===== src/hw/rtl/ldp_delay.sv =====
// Enable-gated shift line that keeps operands aligned with the pipeline.
// Depends on nothing; DEPTH must be at least 1.
module ldp_delay #(
  parameter int WIDTH = 64,
  parameter int DEPTH = 1
) (
  input  logic             clk,
  input  logic             en,
  input  logic [WIDTH-1:0] d,
  output logic [WIDTH-1:0] q
);

  logic [WIDTH-1:0] tap_r [DEPTH];

  always_ff @(posedge clk) begin
    if (en) begin
      tap_r[0] <= d;
      for (int i = 1; i < DEPTH; i++) begin
        tap_r[i] <= tap_r[i-1];
      end
    end
  end

  assign q = tap_r[DEPTH-1];

endmodule


===== config.mk =====
export PLATFORM = sky130hd
export DESIGN_NAME = ldp_delay
export DESIGN_NICKNAME = d
export VERILOG_FILES = /design/src/hw/rtl/ldp_delay.sv
export SDC_FILE = /design/constraint.sdc
export NUM_CORES = 1
export LEC_CHECK = 0
export ABC_CLOCK_PERIOD_IN_PS = 800
export BUFFER_PORTS_ARGS = -buffer_cell sky130_fd_sc_hd__buf_2
export CORE_UTILIZATION = 36
export CTS_CLUSTER_SIZE = 24
export DETAILED_ROUTE_END_ITERATION = 16
export PLACE_DENSITY_LB_ADDON = 0.1
export SLEW_MARGIN = 10
export SYNTH_ARGS = -nofsm -noshare
export SYNTH_HDL_FRONTEND = slang
export SYNTH_SLANG_ARGS = --single-unit

===== constraint.sdc =====
create_clock -name clk -period 0.8 [get_ports clk]
set_clock_uncertainty 0.15 [all_clocks]
set_input_delay 0 -clock clk [delete_from_list [all_inputs] [get_ports clk]]
set_output_delay 0 -clock clk [all_outputs]
set_load 0.05 [all_outputs]

# ---- Word level (Yosys, flattened, before mapping)
# Memories as Yosys holds them, arrays and structs flattened.
# Cells that the tools add are included.
dict set report classes {
  mux 2
}
# operator n
set ops {}
lappend ops {{$mux W1} 2}
dict set report word_totals {
  reg_bits 0
  output_inout_bits 64
  ram_bits 64
  input_bits 66
  mem_count 1
}
# memory words width rd rd_clocked_by_memory_dff write_ports line
set memory_table {}
lappend memory_table {tap_r 1 64 1 0 1 13} ;# logic [WIDTH-1:0] tap_r [DEPTH];

# ---- Longest topological paths before layout
# Gate-level depths: netlist of the first run.
dict set report logic_depth {
  depth_word 2
  mapped_depth 0
}

# ---- Worst setup path before layout of the first run
# OpenSTA, ideal clock, no wires.
dict set report synth_timing {
  kind {register -> output}
  from {memory tap_r[0][0]}
  to {output port q[0]}
  slack_ps 49
  t_arrival_ps 601
  path_buffers 0
  t_required_ps 650
  stages_incl_launch_ff 1
  path_cell_list {edfxtp_1}
}
dict set report synth_via {
  elab_chain_cells 1
}
# element line
set synth_lines {}
lappend synth_lines {{start: declaration} 13}
lappend synth_lines {{$mem_v2 Z1 W64} -}
lappend synth_lines {{end: declaration} 10} ;# output logic [WIDTH-1:0] q
# Every way passes these cells.

# ---- Final worst setup path of the first run
dict set report layout_timing {
  from {memory tap_r[0][34]}
  to {output port q[34]}
}
# The elaborated chain is that of the path after synthesis.

==> flow_summary_export.csv, run 1 <==
group,metric,value,unit
worst_setup_path,critPathMaxStageDelay,0.42,ns
clock_tree,cts_max_level,3,
final_layout,largest_reg_flops,64,
synth,synthCells,64,
clock_tree,cts_tree,"done",
synth,synth_area_per_cell,30.0,um2
placement,gp_congestion,0.672,
floorplanning,die_area,0.00563,mm2
route,vias_per_cell,4.19,
synth,yosys.area.top_type_share,100,%
sta,grt_setup_unrepaired,"true",
final_layout,multi_input_gates,0,
worst_setup_path,cp.depth,1,
synth,synth.distinct_cells,1,
worst_setup_path,crit_type,"reg2out",
route,drt_first_pass_iters,4,
floorplanning,start_util,37.4,%
sta,fin_crit,1.07,ns
job,maxCapViolCount,0,
synth,synth_area,0.00192,mm2
floorplanning,die_w,75.1,um
final_layout,n_antenna_cell,0,
worst_setup_path,critPathCaptureType,"primary output",
final_layout,reg_top3,"tap_r (64)",
worst_setup_path,arrival,0.92,ns
floorplanning,fp.dieH,75.1,um
worst_setup_path,crit_path_start_kind,"register",
clock_tree,cts.sinks,64,
clock_tree,cts.path.max_buffers,2,
synth,yosys_warnings,0,
floorplanning,num_rows,26,
power_and_ir_drop,power.leakage,1.66,nW
global_route,grt_pass1_vias,1498,
worst_setup_path,worst_path_max_delay_cell,"edfxtp_1",
route,wl_per_cell,15.1,um
sta,slew_headroom,87.9,%
power_and_ir_drop,power,0.00896,W
synth,synth-xor-area-share,0,%
clock_tree,cts_buffers,9,
synth,yosysTopAreaCell,"edfxtp_1",
placement,io_buffers,129,
global_route,gr-total-overflow,0,
worst_setup_path,cp_max_fo,1,
global_route,grt_pass1_wl,7200,um
clock_tree,clk_pin_slew,0.07,ns
worst_setup_path,crit_buf_inv,1,
final_layout,multi_input_area,0,um2
synth,synth_nets,130,
worst_setup_path,path_cells,"buf_6",
route,final_antenna_net_count,0,
sta,timing.final.ws_setup,-0.270,ns
power_and_ir_drop,power.density,2270,mW/mm2
sta,period_share,134,%
final_layout,area_delta_synth_final,105,%
synth,synth_simple_gate_area_share,0,%
worst_hold_path,holdPathStages,2,
sta,slew_violations,0,
clock_tree,root_buffer,"clkbuf_8",
worst_setup_path,critPathLaunch,"tap_r[0][34]",
route,drt_iter0_drc,20,
global_route,grtUsageTotal,19.2,%
sta,hold_ws,0.0139,ns
worst_hold_path,hp-start,"en",
worst_setup_path,crit_family,"flip-flops",
synth,yosysSeqAreaShare,100,%
floorplanning,io-pin-count,130,
outcome,outcome,"finished with violations",
worst_hold_path,hold_path_class,"in2reg",
synth,ys_ff_latch,64,
final_layout,largest-register,"tap_r",
sta,final_hold_viol_count,0,
final_layout,drive_gt1_share,52.0,%
global_route,grt_max_degree,34,
placement,dp_slack,-0.0262,ns
worst_setup_path,required,0.65,ns
sta,worstMarginPinSlew,0.182,ns
synth,synth.mux.area_fraction,0,%
route,remaining_drc_errors,0,
synth,yosys-top-cells-area,"edfxtp_1 100%",
floorplanning,coreArea,0.00514,mm2
global_route,grt_antenna_before_repair,0,
synth,synth_fa_ha_area_share,0,%
route,wl,5210,um
power_and_ir_drop,peakVddDrop,1.72,mV
final_layout,nFillCells,319,
synth,synth_compound_area_share,0,%
clock_tree,post_cts_buffers,0,
route,via_count,1444,
outcome,violations,"setup timing",
final_layout,nets,336,
sta,setup_viol,64,
sta,fmax,934,MHz
synth_stat cells:
cell	number
edfxtp_1	64
metal layers:
layer	GRT usage [%]	part of all wire, %	up-vias
li1	-	-	676
met1	17.1	33	675
met2	36.4	56	83
met3	8.97	9.4	10
met4	8.81	1.7	0
met5	0	0	-
stage by stage:
step	setup TNS [ns]	utilization, %	instance area (um2)	std cells
2_1_floorplan	0	-	1920	64
6_report	-14.52	76.7	3940	345
3_5_place_dp	-1.41	52.4	2700	265
5_1_grt	-17.36	76.7	3940	345
3_3_place_gp	-0.465	52.4	2700	265
4_1_cts	-15.43	76.7	3940	345
area by class of cell:
cell class / count / area [um2] / share of cell area [%]
flip-flops and latches: 64 / 1920 / 48.8
repair buffers: 195 / 1730 / 43.8
clock buffers: 12 / 135 / 3.43
well taps: 70 / 87.6 / 2.22
clock inverters: 4 / 68.8 / 1.75
logic make-up (layout without fill, tap and decap cells):
kind of cell | count (synthesis) | after routing
flops | 64 | 64
buf+inv | 0 | 211
timing repair:
action / in CTS / in global routing
gates resized for setup: 128 / 0
pin swaps: 0 / 0
cloned: 0 / 0
hold buffers: 64 / 0
endpoints found under the hold margin: 64 / 0
setup endpoints to repair: 64 / 64
where the power goes:
| group | internal (W) | switching [W] | total, W |
|---|---|---|---|
| Combinational | 0.000805 | 0.00118 | 0.00198 |
| Clock | 0.00174 | 0.00112 | 0.00286 |
| Sequential | 0.00399 | 0.000124 | 0.00412 |
layout by cell type (no fill, tap or decap):
cell type and n:
buf_12 2, buf_2 65, buf_6 64, bufinv_16 2, clkbuf_1 3, clkbuf_8 9, clkinv_1 1, clkinv_2 1
dlygate4sd3_1 64, edfxtp_1 64
final timing paths:
path	to	slack, ns
max	q[34]	-0.27
min	tap_r[0][46]	0.01
Note: power is estimated with default switching activity, not from simulation.
==> run 2, diff against run 1 <==
PLACE_DENSITY = 0.74   (was not set)
PLACE_DENSITY_LB_ADDON = not set   (was 0.1)
==> flow_summary_export.csv, run 2 (same netlist as run 1, synthesis figures left out) <==
group,metric,value,unit
global_route,grtUsageTotal,19.2,%
final_layout,area_delta_synth_final,103,%
clock_tree,clk_pin_slew,0.07,ns
final_layout,nets,336,
worst_setup_path,arrival,0.91,ns
clock_tree,cts.sinks,64,
worst_setup_path,path_cells,"buf_6",
final_layout,final_common_cell,"buf_2",
final_layout,largest-register,"tap_r",
clock_tree,cts_max_level,3,
placement,gp_congestion,0.656,
worst_hold_path,holdPathStages,2,
route,met2_length,2730,um
route,routed-wl-met3,458,um
floorplanning,coreArea,0.00514,mm2
route,wl,5050,um
route,wl_met1,1780,um
sta,fmax,944,MHz
clock_tree,cts_buffers,9,
route,drt_first_pass_iters,4,
worst_setup_path,required,0.65,ns
sta,setup_viol,64,
final_layout,largest_reg_flops,64,
floorplanning,io-pin-count,130,
sta,hold_ws,-0.00321,ns
outcome,outcome,"finished with violations",
worst_setup_path,crit_family,"flip-flops",
sta,slew_violations,0,
power_and_ir_drop,power.leakage,1.63,nW
worst_setup_path,critPathMaxStageDelay,0.40,ns
floorplanning,num_rows,26,
final_layout,layout_common_cells,"65 x buf_2, 64 x dlygate4sd3_1, 64 x buf_6, 64 x edfxtp_1, 9 x clkbuf_8",
route,remaining_drc_errors,0,
worst_hold_path,hp-start,"en",
worst_setup_path,crit_buf_inv,1,
floorplanning,die_w,75.1,um
global_route,gr-total-overflow,0,
clock_tree,root_buffer,"clkbuf_8",
sta,final_hold_viol_count,1,
power_and_ir_drop,peakVddDrop,1.30,mV
worst_setup_path,cp.depth,1,
clock_tree,cts.path.max_buffers,2,
global_route,grt_max_degree,38,
placement,dp_slack,-0.0476,ns
sta,period_share,132,%
final_layout,nFillCells,293,
sta,worstMarginPinSlew,0.198,ns
route,vias_per_cell,4.13,
worst_setup_path,critPathCaptureType,"primary output",
sta,grt_setup_unrepaired,"true",
route,top_layer_used,"met4",
worst_hold_path,holdPathEnd,"tap_r[0][36]",
global_route,grt_pass1_wl,7310,um
floorplanning,start_util,37.4,%
floorplanning,die_area,0.00563,mm2
clock_tree,cts_tree,"done",
final_layout,drive_gt1_share,52.0,%
floorplanning,fp.dieH,75.1,um
power_and_ir_drop,power.density,2140,mW/mm2
route,final_antenna_net_count,0,
final_layout,multi_input_area,0,um2
power_and_ir_drop,power,0.00834,W
global_route,grt_antenna_before_repair,0,
placement,io_buffers,129,
route,via_count,1425,
outcome,violations,"hold timing, setup timing",
clock_tree,post_cts_buffers,0,
clock_tree,cts_hold_buf,64,
sta,timing.final.ws_setup,-0.260,ns
final_layout,reg_top3,"tap_r (64)",
global_route,grt_pass1_vias,1550,
route,wl_per_cell,14.6,um
job,maxCapViolCount,0,
route,drt_iter0_drc,34,
worst_hold_path,hold_path_class,"in2reg",
worst_setup_path,worst_path_max_delay_cell,"edfxtp_1",
final_layout,multi_input_gates,0,
worst_setup_path,crit_type,"reg2out",
worst_setup_path,cp_max_fo,1,
sta,fin_crit,1.06,ns
final_layout,n_antenna_cell,0,
worst_setup_path,crit_path_start_kind,"register",
sta,slew_headroom,86.8,%
[run 2: cell types whose count changed in the layout (fill, tap and decap cells not counted)]
cell / before / now
bufinv_16: 2 / 0
clkinv_2: 1 / 2
clkinvlp_4: 0 / 1
[run 2: power breakdown]
part	total, W	switching, W	leakage, nW	internal (W)
clock	0.00225	0.00114	0.0778	0.00111
combinational	0.00197	0.00117	0.929	0.000804
sequential	0.00412	0.000125	0.626	0.00399
[run 2: metrics by stage]
step	std cells	utilization (%)	TNS [ns]	hold WS, ns	instance area [um2]
final	345	75.7	-14.69	-0.00321	3890
after global routing	345	75.7	-17.46	-0.00671	3890
after CTS	345	75.7	-15.33	-0.0103	3890
after detailed placement	265	52.4	-1.69	0.0281	2700
after global placement	265	52.4	-1.05	0.0265	2700
after floorplan	64	-	0	-0.0511	1920
[run 2: metal layers]
| layer | up-vias | track usage [%] |
|---|---|---|
| li1 | 673 | - |
| met1 | 661 | 19.3 |
| met2 | 83 | 34.3 |
| met3 | 8 | 8.70 |
| met4 | 0 | 7.76 |
| met5 | - | 0 |
[run 2: final cells by class]
| type | count | area, um2 | share of cell area [%] |
|---|---|---|---|
| flip-flops and latches | 64 | 1920 | 49.4 |
| well taps | 70 | 87.6 | 2.25 |
| clock inverters | 4 | 21.3 | 0.546 |
| repair buffers | 195 | 1730 | 44.4 |
| clock buffers | 12 | 135 | 3.47 |
[run 2: what timing repair did]
item | in CTS | in global routing
resized for setup | 128 | 0
endpoints found under the setup margin | 64 | 64
endpoints found under the hold margin | 86 | 15
[run 2: worst max path at each step]
stage / from / endpoint / slack, ns
2_1_floorplan: tap_r[0][0] / q[0] / 0.05
3_3_place_gp: en / tap_r[0][32] / -0.03
3_5_place_dp: en / tap_r[0][59] / -0.05
4_1_cts: tap_r[0][27] / q[27] / -0.27
5_1_grt: tap_r[0][58] / q[58] / -0.30
6_report: tap_r[0][5] / q[5] / -0.26
